## config.mk

```make
export PLATFORM = sky130hd
export DESIGN_NAME = ddp_pixel_packet_receiver_core
export DESIGN_NICKNAME = d
export VERILOG_FILES = /design/src/design/ddprx_pkg.sv /design/src/design/ddprx_cfg_regs.sv /design/src/design/ddprx_parser.sv /design/src/design/ddprx_result_queue.sv /design/src/design/ddp_pixel_packet_receiver_core.sv
export VERILOG_INCLUDE_DIRS = /design/src /design/src/design
export SDC_FILE = /design/constraint.sdc
export NUM_CORES = 1
export LEC_CHECK = 0
export BUFFER_PORTS_ARGS = -buffer_cell sky130_fd_sc_hd__buf_2
export CAP_MARGIN = 25
export CORE_AREA = 2 2 220 222
export CTS_CLUSTER_SIZE = 28
export DETAILED_ROUTE_END_ITERATION = 6
export DIE_AREA = 0 0 222 224
export PLACE_DENSITY = 0.77
export SLEW_MARGIN = 5
export SYNTH_ARGS = -nofsm -noshare
export SYNTH_HDL_FRONTEND = slang
export SYNTH_SLANG_ARGS = --single-unit
```

## constraint.sdc

```tcl
create_clock -name clk -period 9 [get_ports clk]
set_input_delay 0.45 -clock clk [delete_from_list [all_inputs] [get_ports clk]]
set_output_delay 0.45 -clock clk [all_outputs]
set_load 0.005 [all_outputs]
```

## src/design/ddp_pixel_packet_receiver_core_defines.svh

```systemverilog
// ----------------------------------------------------------------------------
// Assertion macros for the pixel packet receiver
// Shared property shapes, clocked on clk and held off while rst_n is low.
// ----------------------------------------------------------------------------
`ifndef DDP_PIXEL_PACKET_RECEIVER_CORE_DEFINES_SVH
`define DDP_PIXEL_PACKET_RECEIVER_CORE_DEFINES_SVH

// same-cycle implication
`define DDPRX_ASSERT_IMP(lbl, ante, cons, msg) \
  lbl: assert property (@(posedge clk) disable iff (!rst_n) (ante) |-> (cons)) \
    else $error(msg);

// next-cycle implication
`define DDPRX_ASSERT_NXT(lbl, ante, cons, msg) \
  lbl: assert property (@(posedge clk) disable iff (!rst_n) (ante) |=> (cons)) \
    else $error(msg);

`endif

```

## src/design/ddprx_pkg.sv

```systemverilog
// ----------------------------------------------------------------------------
// ddprx_pkg
// Types, codes and helpers shared by the pixel packet receiver modules.
// ----------------------------------------------------------------------------
package ddprx_pkg;

  // default limits
  localparam int MAX_FRAME_PIXELS_DEF = 131072;
  localparam int MAX_DATAGRAM_DEF     = 2048;

  // header layout
  localparam int HDR_BYTES     = 10;
  localparam int IDX_FLAGS     = 0;
  localparam int IDX_FORMAT    = 2;
  localparam int IDX_ID        = 3;
  localparam int IDX_OFF_FIRST = 4;
  localparam int IDX_OFF_LAST  = 7;
  localparam int IDX_LEN_FIRST = 8;
  localparam int IDX_LEN_LAST  = HDR_BYTES - 1;

  // flag bits
  localparam int FLAG_VERSION = 6;  // 0x40
  localparam int FLAG_PUSH    = 0;  // 0x01

  // result kinds
  localparam logic [1:0] KIND_PIXEL   = 2'd0;
  localparam logic [1:0] KIND_PRESENT = 2'd1;
  localparam logic [1:0] KIND_TAKE    = 2'd2;

  // buffer targets
  localparam logic [1:0] TGT_FRONT  = 2'd0;
  localparam logic [1:0] TGT_BACK_A = 2'd1;
  localparam logic [1:0] TGT_BACK_B = 2'd2;

  // buffer modes
  localparam logic [1:0] MODE_DIRECT = 2'd0;
  localparam logic [1:0] MODE_SINGLE = 2'd1;
  localparam logic [1:0] MODE_DOUBLE = 2'd2;

  // packet actions
  localparam logic [1:0] ACT_DROP      = 2'd0;
  localparam logic [1:0] ACT_NO_PIXELS = 2'd1;
  localparam logic [1:0] ACT_RGB888    = 2'd2;
  localparam logic [1:0] ACT_RGB565    = 2'd3;

  // register map
  localparam int CFG_IDX_W  = 3;
  localparam int CFG_DATA_W = 18;
  localparam logic [CFG_IDX_W-1:0] CFG_STREAM_ID    = 3'd0;
  localparam logic [CFG_IDX_W-1:0] CFG_FRAME_PIXELS = 3'd1;
  localparam logic [CFG_IDX_W-1:0] CFG_BUFFER_MODE  = 3'd2;
  localparam logic [CFG_IDX_W-1:0] CFG_SWAP_BYTES   = 3'd3;
  localparam logic [CFG_IDX_W-1:0] CFG_CODE_RGB888  = 3'd4;
  localparam logic [CFG_IDX_W-1:0] CFG_CODE_565_LE  = 3'd5;
  localparam logic [CFG_IDX_W-1:0] CFG_CODE_565_BE  = 3'd6;

  // register reset values
  localparam logic [7:0]  RST_STREAM_ID    = 8'd1;
  localparam logic [17:0] RST_FRAME_PIXELS = 18'd0;
  localparam logic [1:0]  RST_BUFFER_MODE  = MODE_DIRECT;
  localparam logic        RST_SWAP_BYTES   = 1'b0;
  localparam logic [7:0]  RST_CODE_RGB888  = 8'd11;
  localparam logic [7:0]  RST_CODE_565_LE  = 8'd97;
  localparam logic [7:0]  RST_CODE_565_BE  = 8'd98;

  // result queue
  localparam int QDEPTH = 4;
  localparam int QPTR_W = $clog2(QDEPTH);
  localparam int QCNT_W = $clog2(QDEPTH + 1);

  typedef struct packed {
    logic        cmd;
    logic [7:0]  byte_value;
    logic [11:0] packet_length;
    logic        last_byte;
  } in_word_t;

  typedef struct packed {
    logic [1:0]  kind;
    logic [1:0]  target_buffer;
    logic [16:0] pixel_index;
    logic [15:0] pixel_data;
    logic        flag;
    logic        last;
  } out_word_t;

  typedef struct packed {
    logic [7:0]  stream_id;
    logic [17:0] frame_pixels;
    logic [1:0]  buffer_mode;
    logic        swap_bytes;
    logic [7:0]  code_rgb888;
    logic [7:0]  code_rgb565_le;
    logic [7:0]  code_rgb565_be;
  } cfg_t;

  // up to two results per word, w0 first
  typedef struct packed {
    logic [1:0] n;
    out_word_t  w0;
    out_word_t  w1;
  } push_t;

  typedef struct packed {
    logic              space2;
    logic [QCNT_W-1:0] count;
  } q_stat_t;

  typedef struct packed {
    logic [7:0] q;
    logic [1:0] r;
  } div3_t;

  // one digit of a running divide by three: t = rem * 256 + byte, t < 768
  function automatic div3_t div3_step(input logic [9:0] t);
    logic [20:0] p;
    logic [9:0]  q3;
    div3_t       res;
    p     = 21'(t) * 21'd683;
    res.q = p[18:11];
    q3    = 10'({res.q, 1'b0}) + 10'(res.q);
    res.r = 2'(t - q3);
    return res;
  endfunction

endpackage

```

## src/design/ddprx_cfg_regs.sv

```systemverilog
// ----------------------------------------------------------------------------
// ddprx_cfg_regs
// Configuration register file; flags a frame size or mode change.
// ----------------------------------------------------------------------------
module ddprx_cfg_regs (
  input  logic                            clk,
  input  logic                            rst_n,
  input  logic                            cfg_valid,
  output logic                            cfg_ready,
  input  logic [ddprx_pkg::CFG_IDX_W-1:0] cfg_index,
  input  logic [ddprx_pkg::CFG_DATA_W-1:0] cfg_data,
  output ddprx_pkg::cfg_t                 cfg,
  output logic                            clr_pending
);
  import ddprx_pkg::*;

  cfg_t cfg_r, cfg_nxt;
  logic wr;

  assign cfg_ready = 1'b1;
  assign wr        = cfg_valid && cfg_ready;
  assign cfg       = cfg_r;

  always_comb begin
    cfg_nxt     = cfg_r;
    clr_pending = 1'b0;
    if (wr) begin
      unique case (cfg_index)
        CFG_STREAM_ID:    cfg_nxt.stream_id = cfg_data[7:0];
        CFG_FRAME_PIXELS: begin
          cfg_nxt.frame_pixels = cfg_data;
          clr_pending          = (cfg_data != cfg_r.frame_pixels);
        end
        CFG_BUFFER_MODE:  begin
          cfg_nxt.buffer_mode = cfg_data[1:0];
          clr_pending         = (cfg_data[1:0] != cfg_r.buffer_mode);
        end
        CFG_SWAP_BYTES:   cfg_nxt.swap_bytes     = cfg_data[0];
        CFG_CODE_RGB888:  cfg_nxt.code_rgb888    = cfg_data[7:0];
        CFG_CODE_565_LE:  cfg_nxt.code_rgb565_le = cfg_data[7:0];
        CFG_CODE_565_BE:  cfg_nxt.code_rgb565_be = cfg_data[7:0];
        default:          cfg_nxt = cfg_r;
      endcase
    end
  end

  always_ff @(posedge clk) begin
    if (!rst_n) begin
      cfg_r.stream_id      <= RST_STREAM_ID;
      cfg_r.frame_pixels   <= RST_FRAME_PIXELS;
      cfg_r.buffer_mode    <= RST_BUFFER_MODE;
      cfg_r.swap_bytes     <= RST_SWAP_BYTES;
      cfg_r.code_rgb888    <= RST_CODE_RGB888;
      cfg_r.code_rgb565_le <= RST_CODE_565_LE;
      cfg_r.code_rgb565_be <= RST_CODE_565_BE;
    end else begin
      cfg_r <= cfg_nxt;
    end
  end

endmodule

```

## src/design/ddprx_parser.sv

```systemverilog
// ----------------------------------------------------------------------------
// ddprx_parser
// Header capture, accept decision, pixel assembly and buffer handling.
// ----------------------------------------------------------------------------
module ddprx_parser #(
  parameter int MAX_FRAME_PIXELS = ddprx_pkg::MAX_FRAME_PIXELS_DEF,
  parameter int MAX_DATAGRAM     = ddprx_pkg::MAX_DATAGRAM_DEF
) (
  input  logic                clk,
  input  logic                rst_n,
  input  logic                go,
  input  ddprx_pkg::in_word_t item,
  input  ddprx_pkg::cfg_t     cfg,
  input  logic                clr_pending,
  output ddprx_pkg::push_t    push
);
  import ddprx_pkg::*;

  localparam int PIX_W = $clog2(MAX_FRAME_PIXELS + 1);
  localparam int BC_W  = $clog2(MAX_DATAGRAM + 1);

  // state
  logic [BC_W-1:0]  byte_count_r, byte_count_nxt;
  logic [7:0]       flags_r, flags_nxt;
  logic [7:0]       format_r, format_nxt;
  logic [7:0]       id_r, id_nxt;
  logic [31:0]      offset_r, offset_nxt;
  logic [15:0]      length_r, length_nxt;
  logic [31:0]      off_q_r, off_q_nxt;
  logic [1:0]       off_rem_r, off_rem_nxt;
  logic [15:0]      len_q_r, len_q_nxt;
  logic [1:0]       len_rem_r, len_rem_nxt;
  logic [1:0]       action_r, action_nxt;
  logic [PIX_W-1:0] next_pixel_r, next_pixel_nxt;
  logic [PIX_W-1:0] pixels_left_r, pixels_left_nxt;
  logic [15:0]      partial_r, partial_nxt;
  logic [1:0]       partial_cnt_r, partial_cnt_nxt;
  logic             back_sel_r, back_sel_nxt;
  logic             pending_r, pending_nxt;

  logic [BC_W-1:0]  idx;
  logic [7:0]       b;
  logic [16:0]      n_eff;
  logic [PIX_W-1:0] fp;
  logic [1:0]       mode_eff;
  logic [1:0]       wr_tgt;

  // running divide by three of offset and length
  div3_t            off_div, len_div;
  logic [15:0]      len_shift;
  logic [15:0]      len_q_new;

  // accept decision
  logic             unit3, unit2, aligned, base_ok, too_long, po_in;
  logic [31:0]      po;
  logic [15:0]      px;
  logic [32:0]      span;
  logic [1:0]       dec_action;
  logic             dec_pix;
  logic [PIX_W-1:0] dec_left;

  // pixel data
  logic [15:0]      c888, d888, d565;
  logic             src_be;

  out_word_t        pix_w, pres_w, take_w;
  logic             pix_v, pres_v;

  assign idx = byte_count_r;
  assign b   = item.byte_value;

  assign n_eff = (17'(item.packet_length) < 17'(MAX_DATAGRAM)) ?
                 17'(item.packet_length) : 17'(MAX_DATAGRAM);
  assign fp    = (32'(cfg.frame_pixels) > 32'(MAX_FRAME_PIXELS)) ?
                 PIX_W'(MAX_FRAME_PIXELS) : PIX_W'(cfg.frame_pixels);
  assign mode_eff = cfg.buffer_mode[1] ? MODE_DOUBLE : cfg.buffer_mode;

  always_comb begin
    unique case (mode_eff)
      MODE_DIRECT: wr_tgt = TGT_FRONT;
      MODE_SINGLE: wr_tgt = TGT_BACK_A;
      default:     wr_tgt = back_sel_r ? TGT_BACK_B : TGT_BACK_A;
    endcase
  end

  assign off_div = div3_step((idx == BC_W'(IDX_OFF_FIRST)) ? {2'b00, b} : {off_rem_r, b});
  assign len_div = div3_step((idx == BC_W'(IDX_LEN_FIRST)) ? {2'b00, b} : {len_rem_r, b});
  assign len_shift = {length_r[7:0], b};
  assign len_q_new = (idx == BC_W'(IDX_LEN_FIRST)) ? 16'(len_div.q) : {len_q_r[7:0], len_div.q};

  // decision on the last header byte
  always_comb begin
    unit3    = (format_r == cfg.code_rgb888);
    unit2    = !unit3 && (format_r == cfg.code_rgb565_le || format_r == cfg.code_rgb565_be);
    aligned  = unit3 ? (off_rem_r == 2'd0 && len_div.r == 2'd0)
                     : (!offset_r[0] && !len_shift[0]);
    po       = unit3 ? off_q_r : {1'b0, offset_r[31:1]};
    px       = unit3 ? len_q_new : {1'b0, len_shift[15:1]};
    span     = 33'(fp) - 33'(po);
    po_in    = !span[32] && (span != 33'd0);
    base_ok  = (n_eff >= 17'(HDR_BYTES)) && flags_r[FLAG_VERSION] &&
               (id_r == cfg.stream_id) && (fp != '0);
    too_long = (17'(HDR_BYTES) + 17'(len_shift)) > n_eff;
    dec_action = ACT_DROP;
    dec_pix    = 1'b0;
    dec_left   = '0;
    if (base_ok) begin
      if (len_shift == 16'd0) begin
        dec_action = flags_r[FLAG_PUSH] ? ACT_NO_PIXELS : ACT_DROP;
      end else if (!too_long && (unit3 || unit2)) begin
        dec_action = ACT_NO_PIXELS;
        if (aligned && po_in) begin
          dec_action = unit3 ? ACT_RGB888 : ACT_RGB565;
          dec_pix    = 1'b1;
          dec_left   = (33'(px) < span) ? PIX_W'(px) : PIX_W'(span);
        end
      end
    end
  end

  // RGB888 -> RGB565, and RGB565 byte order
  assign c888   = {partial_r[15:11], partial_r[7:2], b[7:3]};
  assign d888   = cfg.swap_bytes ? {c888[7:0], c888[15:8]} : c888;
  assign src_be = (format_r == cfg.code_rgb565_be);
  assign d565   = (src_be == cfg.swap_bytes) ? {b, partial_r[7:0]} : {partial_r[7:0], b};

  always_comb begin
    byte_count_nxt  = byte_count_r;
    flags_nxt       = flags_r;
    format_nxt      = format_r;
    id_nxt          = id_r;
    offset_nxt      = offset_r;
    length_nxt      = length_r;
    off_q_nxt       = off_q_r;
    off_rem_nxt     = off_rem_r;
    len_q_nxt       = len_q_r;
    len_rem_nxt     = len_rem_r;
    action_nxt      = action_r;
    next_pixel_nxt  = next_pixel_r;
    pixels_left_nxt = pixels_left_r;
    partial_nxt     = partial_r;
    partial_cnt_nxt = partial_cnt_r;
    back_sel_nxt    = back_sel_r;
    pending_nxt     = pending_r;
    pix_v           = 1'b0;
    pres_v          = 1'b0;
    pix_w           = '0;
    pres_w          = '0;
    take_w          = '0;
    push            = '0;

    pix_w.kind          = KIND_PIXEL;
    pix_w.target_buffer = wr_tgt;
    pix_w.pixel_index   = 17'(next_pixel_r);
    pix_w.pixel_data    = (action_r == ACT_RGB888) ? d888 : d565;

    pres_w.kind          = KIND_PRESENT;
    pres_w.target_buffer = wr_tgt;
    pres_w.flag          = (mode_eff == MODE_DOUBLE) ? pending_r : 1'b0;

    take_w.kind          = KIND_TAKE;
    take_w.target_buffer = (pending_r && mode_eff == MODE_DOUBLE) ?
                           (back_sel_r ? TGT_BACK_A : TGT_BACK_B) : TGT_FRONT;
    take_w.flag          = pending_r;
    take_w.last          = 1'b1;

    if (go) begin
      if (item.cmd) begin
        pending_nxt = 1'b0;
        push.n      = 2'd1;
        push.w0     = take_w;
      end else begin
        if (idx < BC_W'(MAX_DATAGRAM)) byte_count_nxt = byte_count_r + 1'b1;

        if (idx < BC_W'(HDR_BYTES)) begin
          if (idx == BC_W'(IDX_FLAGS)) begin
            flags_nxt = b;
          end else if (idx == BC_W'(IDX_FORMAT)) begin
            format_nxt = b;
          end else if (idx == BC_W'(IDX_ID)) begin
            id_nxt = b;
          end else if (idx >= BC_W'(IDX_OFF_FIRST) && idx <= BC_W'(IDX_OFF_LAST)) begin
            offset_nxt  = {offset_r[23:0], b};
            off_q_nxt   = (idx == BC_W'(IDX_OFF_FIRST)) ? 32'(off_div.q)
                                                        : {off_q_r[23:0], off_div.q};
            off_rem_nxt = off_div.r;
          end else if (idx >= BC_W'(IDX_LEN_FIRST)) begin
            length_nxt  = len_shift;
            len_q_nxt   = len_q_new;
            len_rem_nxt = len_div.r;
          end
          if (idx == BC_W'(IDX_LEN_LAST)) begin
            action_nxt      = dec_action;
            pixels_left_nxt = dec_left;
            partial_nxt     = '0;
            partial_cnt_nxt = '0;
            if (dec_pix) next_pixel_nxt = PIX_W'(po);
          end
        end else if (idx < BC_W'(MAX_DATAGRAM) &&
                     (action_r == ACT_RGB888 || action_r == ACT_RGB565) &&
                     pixels_left_r != '0) begin
          if (partial_cnt_r < ((action_r == ACT_RGB888) ? 2'd2 : 2'd1)) begin
            partial_nxt     = {partial_r[7:0], b};
            partial_cnt_nxt = partial_cnt_r + 2'd1;
          end else begin
            pix_v           = 1'b1;
            next_pixel_nxt  = next_pixel_r + 1'b1;
            pixels_left_nxt = pixels_left_r - 1'b1;
            partial_nxt     = '0;
            partial_cnt_nxt = '0;
          end
        end

        if (item.last_byte) begin
          if (idx >= BC_W'(IDX_LEN_LAST) && action_nxt != ACT_DROP && flags_r[FLAG_PUSH]) begin
            pres_v = 1'b1;
            if (mode_eff == MODE_DOUBLE) begin
              back_sel_nxt = !back_sel_r;
              pending_nxt  = 1'b1;
            end
          end
          byte_count_nxt  = '0;
          action_nxt      = ACT_DROP;
          pixels_left_nxt = '0;
          partial_nxt     = '0;
          partial_cnt_nxt = '0;
        end

        if (pix_v && pres_v) begin
          push.n       = 2'd2;
          push.w0      = pix_w;
          push.w1      = pres_w;
          push.w1.last = 1'b1;
        end else if (pix_v) begin
          push.n       = 2'd1;
          push.w0      = pix_w;
          push.w0.last = 1'b1;
        end else if (pres_v) begin
          push.n       = 2'd1;
          push.w0      = pres_w;
          push.w0.last = 1'b1;
        end
      end
    end

    if (clr_pending) pending_nxt = 1'b0;
  end

  always_ff @(posedge clk) begin
    if (!rst_n) begin
      byte_count_r  <= '0;
      flags_r       <= '0;
      format_r      <= '0;
      id_r          <= '0;
      offset_r      <= '0;
      length_r      <= '0;
      off_q_r       <= '0;
      off_rem_r     <= '0;
      len_q_r       <= '0;
      len_rem_r     <= '0;
      action_r      <= ACT_DROP;
      next_pixel_r  <= '0;
      pixels_left_r <= '0;
      partial_r     <= '0;
      partial_cnt_r <= '0;
      back_sel_r    <= 1'b0;
      pending_r     <= 1'b0;
    end else begin
      byte_count_r  <= byte_count_nxt;
      flags_r       <= flags_nxt;
      format_r      <= format_nxt;
      id_r          <= id_nxt;
      offset_r      <= offset_nxt;
      length_r      <= length_nxt;
      off_q_r       <= off_q_nxt;
      off_rem_r     <= off_rem_nxt;
      len_q_r       <= len_q_nxt;
      len_rem_r     <= len_rem_nxt;
      action_r      <= action_nxt;
      next_pixel_r  <= next_pixel_nxt;
      pixels_left_r <= pixels_left_nxt;
      partial_r     <= partial_nxt;
      partial_cnt_r <= partial_cnt_nxt;
      back_sel_r    <= back_sel_nxt;
      pending_r     <= pending_nxt;
    end
  end

endmodule

```

## src/design/ddprx_result_queue.sv

```systemverilog
// ----------------------------------------------------------------------------
// ddprx_result_queue
// Small result queue: takes up to two results a cycle, hands out one.
// ----------------------------------------------------------------------------
module ddprx_result_queue (
  input  logic                 clk,
  input  logic                 rst_n,
  input  ddprx_pkg::push_t     push,
  output logic                 out_valid,
  input  logic                 out_ready,
  output ddprx_pkg::out_word_t out_data,
  output ddprx_pkg::q_stat_t   stat
);
  import ddprx_pkg::*;

  out_word_t         q_r [QDEPTH];
  logic [QPTR_W-1:0] wr_ptr_r, wr_ptr_nxt;
  logic [QPTR_W-1:0] rd_ptr_r, rd_ptr_nxt;
  logic [QCNT_W-1:0] cnt_r, cnt_nxt;
  logic [QPTR_W-1:0] wr_ptr_1;
  logic [QCNT_W-1:0] cnt_after_pop;
  logic              pop;

  assign out_valid = (cnt_r != '0);
  assign out_data  = q_r[rd_ptr_r];
  assign pop       = out_valid && out_ready;

  assign cnt_after_pop = cnt_r - QCNT_W'(pop);
  assign stat.space2   = (cnt_after_pop <= QCNT_W'(QDEPTH - 2));
  assign stat.count    = cnt_r;

  assign wr_ptr_1   = wr_ptr_r + 1'b1;
  assign wr_ptr_nxt = wr_ptr_r + QPTR_W'(push.n);
  assign rd_ptr_nxt = rd_ptr_r + QPTR_W'(pop);
  assign cnt_nxt    = cnt_after_pop + QCNT_W'(push.n);

  always_ff @(posedge clk) begin
    if (push.n != 2'd0) q_r[wr_ptr_r] <= push.w0;
    if (push.n == 2'd2) q_r[wr_ptr_1] <= push.w1;
  end

  always_ff @(posedge clk) begin
    if (!rst_n) begin
      wr_ptr_r <= '0;
      rd_ptr_r <= '0;
      cnt_r    <= '0;
    end else begin
      wr_ptr_r <= wr_ptr_nxt;
      rd_ptr_r <= rd_ptr_nxt;
      cnt_r    <= cnt_nxt;
    end
  end

endmodule

```

## src/design/ddp_pixel_packet_receiver_core.sv

```systemverilog
// ----------------------------------------------------------------------------
// ddp_pixel_packet_receiver_core
// Display datagram receiver: parses the header byte by byte and turns the
// payload into RGB565 pixel writes, present events and take replies.
// ----------------------------------------------------------------------------
//
//   port group  dir  handshake            word
//   ----------  ---  -------------------  -------------------------------
//   in_*        in   in_valid/in_ready    one datagram byte or take cmd
//   out_*       out  out_valid/out_ready  pixel write / present / reply
//   cfg_*       in   cfg_valid/cfg_ready  register index + write data
//
// One word is taken per clock. It is worked on straight out of the input
// register, in the cycle after it is taken unless the queue is short of room,
// and its results (none, one or two) land in a four-deep result queue at the
// edge that ends that cycle. Input stalls only when the queue could not take
// two more results, so a stalled output still lets one word in. Reset is
// synchronous, active low, and needs no clearing pass; cfg_ready is always high.
//
`include "ddp_pixel_packet_receiver_core_defines.svh"

module ddp_pixel_packet_receiver_core #(
  parameter int MAX_FRAME_PIXELS = ddprx_pkg::MAX_FRAME_PIXELS_DEF,
  parameter int MAX_DATAGRAM     = ddprx_pkg::MAX_DATAGRAM_DEF
) (
  input  logic                             clk,
  input  logic                             rst_n,
  // byte input
  input  logic                             in_valid,
  output logic                             in_ready,
  input  ddprx_pkg::in_word_t              in_data,
  // results
  output logic                             out_valid,
  input  logic                             out_ready,
  output ddprx_pkg::out_word_t             out_data,
  // configuration writes
  input  logic                             cfg_valid,
  output logic                             cfg_ready,
  input  logic [ddprx_pkg::CFG_IDX_W-1:0]  cfg_index,
  input  logic [ddprx_pkg::CFG_DATA_W-1:0] cfg_data
);
  import ddprx_pkg::*;

  // input register
  logic     s1_valid_r, s1_valid_nxt;
  in_word_t s1_r;
  logic     in_take;
  logic     go;           // word in s1 is processed this cycle

  cfg_t     cfg;
  logic     clr_pending;
  push_t    push;
  q_stat_t  qstat;

  // a word is worked on only when the queue has room for two results
  assign go       = s1_valid_r && qstat.space2;
  assign in_ready = !s1_valid_r || go;
  assign in_take  = in_valid && in_ready;

  always_comb begin
    s1_valid_nxt = s1_valid_r;
    if (in_take) begin
      s1_valid_nxt = 1'b1;
    end else if (go) begin
      s1_valid_nxt = 1'b0;
    end
  end

  always_ff @(posedge clk) begin
    if (!rst_n) begin
      s1_valid_r <= 1'b0;
    end else begin
      s1_valid_r <= s1_valid_nxt;
    end
  end

  // payload register, no reset
  always_ff @(posedge clk) begin
    if (in_take) s1_r <= in_data;
  end

  ddprx_cfg_regs u_cfg (
    .clk         (clk),
    .rst_n       (rst_n),
    .cfg_valid   (cfg_valid),
    .cfg_ready   (cfg_ready),
    .cfg_index   (cfg_index),
    .cfg_data    (cfg_data),
    .cfg         (cfg),
    .clr_pending (clr_pending)
  );

  ddprx_parser #(
    .MAX_FRAME_PIXELS (MAX_FRAME_PIXELS),
    .MAX_DATAGRAM     (MAX_DATAGRAM)
  ) u_parser (
    .clk         (clk),
    .rst_n       (rst_n),
    .go          (go),
    .item        (s1_r),
    .cfg         (cfg),
    .clr_pending (clr_pending),
    .push        (push)
  );

  ddprx_result_queue u_queue (
    .clk       (clk),
    .rst_n     (rst_n),
    .push      (push),
    .out_valid (out_valid),
    .out_ready (out_ready),
    .out_data  (out_data),
    .stat      (qstat)
  );

  // checks
  `DDPRX_ASSERT_IMP(a_no_push_idle, !go, push.n == 2'd0, "results pushed with no word in work")
  `DDPRX_ASSERT_IMP(a_take_single, go && s1_r.cmd, push.n == 2'd1 && push.w0.kind == KIND_TAKE && push.w0.last, "take must give one reply")
  `DDPRX_ASSERT_IMP(a_pair_order, push.n == 2'd2, push.w0.kind == KIND_PIXEL && push.w1.kind == KIND_PRESENT && !push.w0.last && push.w1.last, "bad result pair")
  `DDPRX_ASSERT_IMP(a_queue_bound, qstat.count != '0 || !out_valid, qstat.count <= QCNT_W'(QDEPTH), "result queue overflow")

endmodule

```

==> impl_metrics.prom <==
# TYPE chip_impl_metric gauge
chip_impl_metric{name="netlist_instances",unit=""} 2707
chip_impl_metric{name="numCtsBuffers",unit=""} 44
chip_impl_metric{name="route.final.wire_length",unit="mm"} 65.6
chip_impl_metric{name="leak_pwr",unit="nW"} 10.3
chip_impl_metric{name="cts.hold.buffers_added",unit=""} 0
chip_impl_info{name="ys.flop_type",value="sky130_fd_sc_hd__dfxtp_1"} 1
chip_impl_metric{name="xor_xnor_share_of_the_synthesized_area",unit="%"} 4.67
chip_impl_info{name="yosys-top-cells-count",value="sky130_fd_sc_hd__nand2_1 (468), sky130_fd_sc_hd__dfxtp_1 (365), sky130_fd_sc_hd__a21oi_1 (225), sky130_fd_sc_hd__o21ai_0 (179), sky130_fd_sc_hd__ha_1 (157)"} 1
chip_impl_metric{name="ioPinCount",unit=""} 90
chip_impl_metric{name="route.antenna.remaining_nets",unit=""} 0
chip_impl_metric{name="synth_seq_cells",unit=""} 407
chip_impl_info{name="slowest_stage",value="sky130_fd_sc_hd__fa_1"} 1
chip_impl_metric{name="pre_cts_ws",unit="ps"} 531
chip_impl_metric{name="reg2reg_path_depth",unit=""} 32
chip_impl_info{name="crit_path_end_kind",value="register"} 1
chip_impl_metric{name="drtPass1Iterations",unit=""} 6
chip_impl_metric{name="total_count_of_hold_check_failures_in_the_final_report",unit=""} 0
chip_impl_metric{name="gp_routability_congestion",unit=""} 0.931
chip_impl_metric{name="postPlaceCellArea",unit="um2"} 24400
chip_impl_metric{name="hpwl",unit="mm"} 46.9
chip_impl_metric{name="fin_tns_setup",unit="ps"} 0
chip_impl_metric{name="vertical_extent_of_the_die",unit="um"} 224
chip_impl_metric{name="pin_count_of_the_biggest_net_entering_global_routing",unit=""} 88
chip_impl_info{name="critical_path.most_common_cell",value="sky130_fd_sc_hd__ha_1"} 1
chip_impl_metric{name="post_synth.cell_area_avg",unit="um2"} 8.66
chip_impl_metric{name="number_of_fill_cells_in_the_layout",unit=""} 4163
chip_impl_metric{name="cp.depth",unit=""} 32
chip_impl_metric{name="layout-drive-gt1-share",unit="%"} 10.5
chip_impl_metric{name="numPortBuffers",unit=""} 88
chip_impl_metric{name="post-route-cell-area",unit="um2"} 25900
chip_impl_metric{name="via_cell_ratio",unit=""} 6.05
chip_impl_metric{name="synth-edff-count",unit=""} 42
chip_impl_metric{name="grt_remaining_overflow",unit=""} 0
chip_impl_metric{name="antennaDiodeCount",unit=""} 0
chip_impl_metric{name="dr_total_vias",unit=""} 20400
chip_impl_metric{name="grt_pass1_vias",unit=""} 19800
chip_impl_info{name="synth_top_cell_by_area",value="sky130_fd_sc_hd__dfxtp_1"} 1
chip_impl_metric{name="worstPathArrival",unit="ps"} 8730
chip_impl_metric{name="period_needed",unit="ps"} 8280
chip_impl_metric{name="synth.area.mux_share",unit="%"} 7.14
chip_impl_metric{name="die-width",unit="um"} 222
chip_impl_metric{name="antenna_violations_before_repair",unit=""} 1
chip_impl_metric{name="drt-initial-drc-count",unit=""} 2115
chip_impl_metric{name="syn_area",unit="um2"} 23400
chip_impl_metric{name="cts.path.max_buffers",unit=""} 3
chip_impl_metric{name="timing.final.setup_violations",unit=""} 0
chip_impl_metric{name="clk_pin_slew",unit="ps"} 60
chip_impl_metric{name="num_rows",unit=""} 80
chip_impl_metric{name="cp.buffers_inverters",unit=""} 2
chip_impl_metric{name="yosys_top_cell_area_share",unit="%"} 31.2
chip_impl_metric{name="starting_utilization_of_the_core_area",unit="%"} 49.5
chip_impl_metric{name="fin_skew",unit="ps"} 18.2
chip_impl_metric{name="synth_compound_gate_area_share",unit="%"} 16.5
chip_impl_metric{name="multi_input_area",unit="um2"} 13900
chip_impl_metric{name="slew_headroom",unit="%"} 29.8
chip_impl_metric{name="max_slew.worst_pin.slew",unit="ps"} 1040
chip_impl_metric{name="synthDistinctLibCells",unit=""} 86
chip_impl_metric{name="synthesis.yosys.warnings",unit=""} 0
chip_impl_metric{name="cap_violations",unit=""} 0
chip_impl_metric{name="max_freq",unit="MHz"} 121
chip_impl_metric{name="holdWs",unit="ps"} 42.4
chip_impl_info{name="post_synth_main_area_contributors",value="sky130_fd_sc_hd__dfxtp_1 (31%), sky130_fd_sc_hd__ha_1 (8.4%), sky130_fd_sc_hd__nand2_1 (7.5%)"} 1
chip_impl_metric{name="cpPeakStageDelay",unit="ps"} 510
chip_impl_metric{name="finish.utilization",unit="%"} 54.8
chip_impl_metric{name="worst-endpoint-required",unit="ps"} 9450
chip_impl_info{name="synth_most_common_cell",value="sky130_fd_sc_hd__nand2_1"} 1
chip_impl_metric{name="cellPowerDensity",unit="nW/um2"} 230
chip_impl_metric{name="grt_first_pass_wirelength",unit="mm"} 105
chip_impl_metric{name="h-tree-depth",unit=""} 2
chip_impl_metric{name="full_die_area",unit="um2"} 49700
chip_impl_metric{name="slew_viol_final",unit=""} 0
chip_impl_metric{name="route.detailed.drc",unit=""} 0
chip_impl_metric{name="synth-seq-area-share",unit="%"} 36.6
chip_impl_metric{name="ir_worst_vdd",unit="mV"} 0.191
chip_impl_info{name="critPathLaunchType",value="register"} 1
chip_impl_metric{name="clock_latency",unit="ps"} 590
chip_impl_metric{name="synthesized_net_count",unit=""} 2947
chip_impl_metric{name="worst_slack",unit="ps"} 716
chip_impl_info{name="critical_path_class",value="register to register"} 1
chip_impl_metric{name="finalCritPeriodShare",unit="%"} 92.0
chip_impl_metric{name="whs_path_depth",unit=""} 1
chip_impl_info{name="critPathTopFamily",value="adder cells"} 1
chip_impl_info{name="hold_path.class",value="input pin to register"} 1
chip_impl_metric{name="area_share_of_and_or_nand_nor_cells_after_synthesis",unit="%"} 19.6
chip_impl_metric{name="core_area",unit="um2"} 47300
chip_impl_metric{name="synthToLayoutAreaGrowth",unit="%"} 10.6
chip_impl_metric{name="area.sequential",unit="um2"} 8570
chip_impl_info{name="synth_top_family_by_area",value="simple AND/OR/NAND/NOR gates"} 1
chip_impl_metric{name="routed_wire_length_per_instance",unit="um"} 19.4
chip_impl_metric{name="async_set_or_reset_register_ratio_after_synthesis",unit="%"} 0
chip_impl_info{name="rsz_0062_raised_after_global_routing",value="false"} 1
chip_impl_metric{name="cp_max_fo",unit=""} 17
chip_impl_metric{name="clock-sinks",unit=""} 407
chip_impl_metric{name="finalNetCount",unit=""} 2965
chip_impl_metric{name="synth-adder-area-share",unit="%"} 11.4
chip_impl_info{name="cts_tree",value="yes"} 1
chip_impl_info{name="cts_root_buffer",value="sky130_fd_sc_hd__clkbuf_16"} 1
chip_impl_metric{name="gr-usage-all-layers",unit="%"} 26.3
chip_impl_info{name="outcome",value="finished clean"} 1
## routing by layer
layer	vias to the layer above	global-route usage (%)	share of wire, %
li1	9618	-	-
met1	9800	35.1	43
met2	856	43.4	46
met3	132	4.12	7.3
met4	0	9.09	3.0
met5	-	0	0
## state kept, by name, indices dropped and copies added (netlist names), 13 cells and up
name and count:
u_parser.offset_r 32, u_parser.partial_r 13, s1_r 22, u_cfg.cfg 53, u_queue.q_r 156, u_parser.pixels_left_r 18
u_parser.off_q_r 32, u_parser.next_pixel_r 17
## final timing paths
path | start | to | slack (ps)
setup reg to reg | u_parser.byte_count_r[11] | u_parser.pixels_left_r[6] | 720
hold / removal | in_data[3] | s1_r[3] | 40
hold reg to reg | u_queue.q_r[1][15] | u_queue.q_r[1][15] | 450
setup / recovery | u_parser.byte_count_r[11] | u_parser.pixels_left_r[6] | 720
## cell type report
cell class              instances  share of cell area, %
well taps                     615                   2.97
multi-input cells            2055                   53.8
repair buffers                128                   3.10
inverters                      89                   1.30
clock inverters                20                  0.845
flip-flops and latches        407                   33.1
clock buffers                  59                   4.93
## layout by cell type (no fill, tap or decap), types with 15 or more instances in the layout
cell type                     n
sky130_fd_sc_hd__ha_1       157
sky130_fd_sc_hd__a22o_1      65
sky130_fd_sc_hd__nand2b_1    17
sky130_fd_sc_hd__and2_1      30
sky130_fd_sc_hd__nor2b_1     40
sky130_fd_sc_hd__inv_1       87
sky130_fd_sc_hd__a21oi_1    225
sky130_fd_sc_hd__xnor2_1     88
sky130_fd_sc_hd__o22ai_1     20
sky130_fd_sc_hd__a211oi_1    21
sky130_fd_sc_hd__mux4_2      39
sky130_fd_sc_hd__nor3_1      41
sky130_fd_sc_hd__mux2i_1     67
sky130_fd_sc_hd__nand3_1    101
sky130_fd_sc_hd__buf_4       33
sky130_fd_sc_hd__buf_2       88
sky130_fd_sc_hd__nand4_1     32
sky130_fd_sc_hd__fa_1        35
sky130_fd_sc_hd__xor2_1      36
sky130_fd_sc_hd__edfxtp_1    42
sky130_fd_sc_hd__nand2_1    468
sky130_fd_sc_hd__nor4_1      22
sky130_fd_sc_hd__dfxtp_1    363
sky130_fd_sc_hd__or3_1       19
sky130_fd_sc_hd__and3_1      27
sky130_fd_sc_hd__clkbuf_16   45
sky130_fd_sc_hd__o211ai_1    15
sky130_fd_sc_hd__o21ai_1     15
sky130_fd_sc_hd__o21ai_0    179
sky130_fd_sc_hd__nor2_1     147
## metrics by stage
| stage | cells | total power [W] |
|---|---|---|
| after floorplan | 2707 | 0.00355 |
| after global placement | 3286 | 0.00401 |
| after detailed placement | 3292 | 0.00411 |
| after CTS | 3371 | 0.00598 |
| after global routing | 3373 | 0.00633 |
| final | 3373 | 0.00595 |
## cell families after synthesis
| group | Yosys count |
|---|---|
| AOI/OAI and AO/OA | 629 |
| xor gates and xnor gates | 125 |
| adders and majority gates | 192 |
| buffers and inverters | 245 |
| DFF | 407 |
| muxes | 116 |
| other | 1 |
| and+or+nand+nor | 992 |
## power breakdown
| part | switching, W | internal (W) |
|---|---|---|
| Clock | 0.000777 | 0.00109 |
| Combinational | 0.00127 | 0.000890 |
| Sequential | 0.0000503 | 0.00188 |
| Total | 0.00209 | 0.00386 |
## repair_timing
action	in CTS	in global routing
gates resized for setup	0	2
endpoints found under the hold margin	0	0
setup buffers	0	0
endpoints found under the setup margin	0	6
Note: power is estimated with default switching activity, not from simulation.
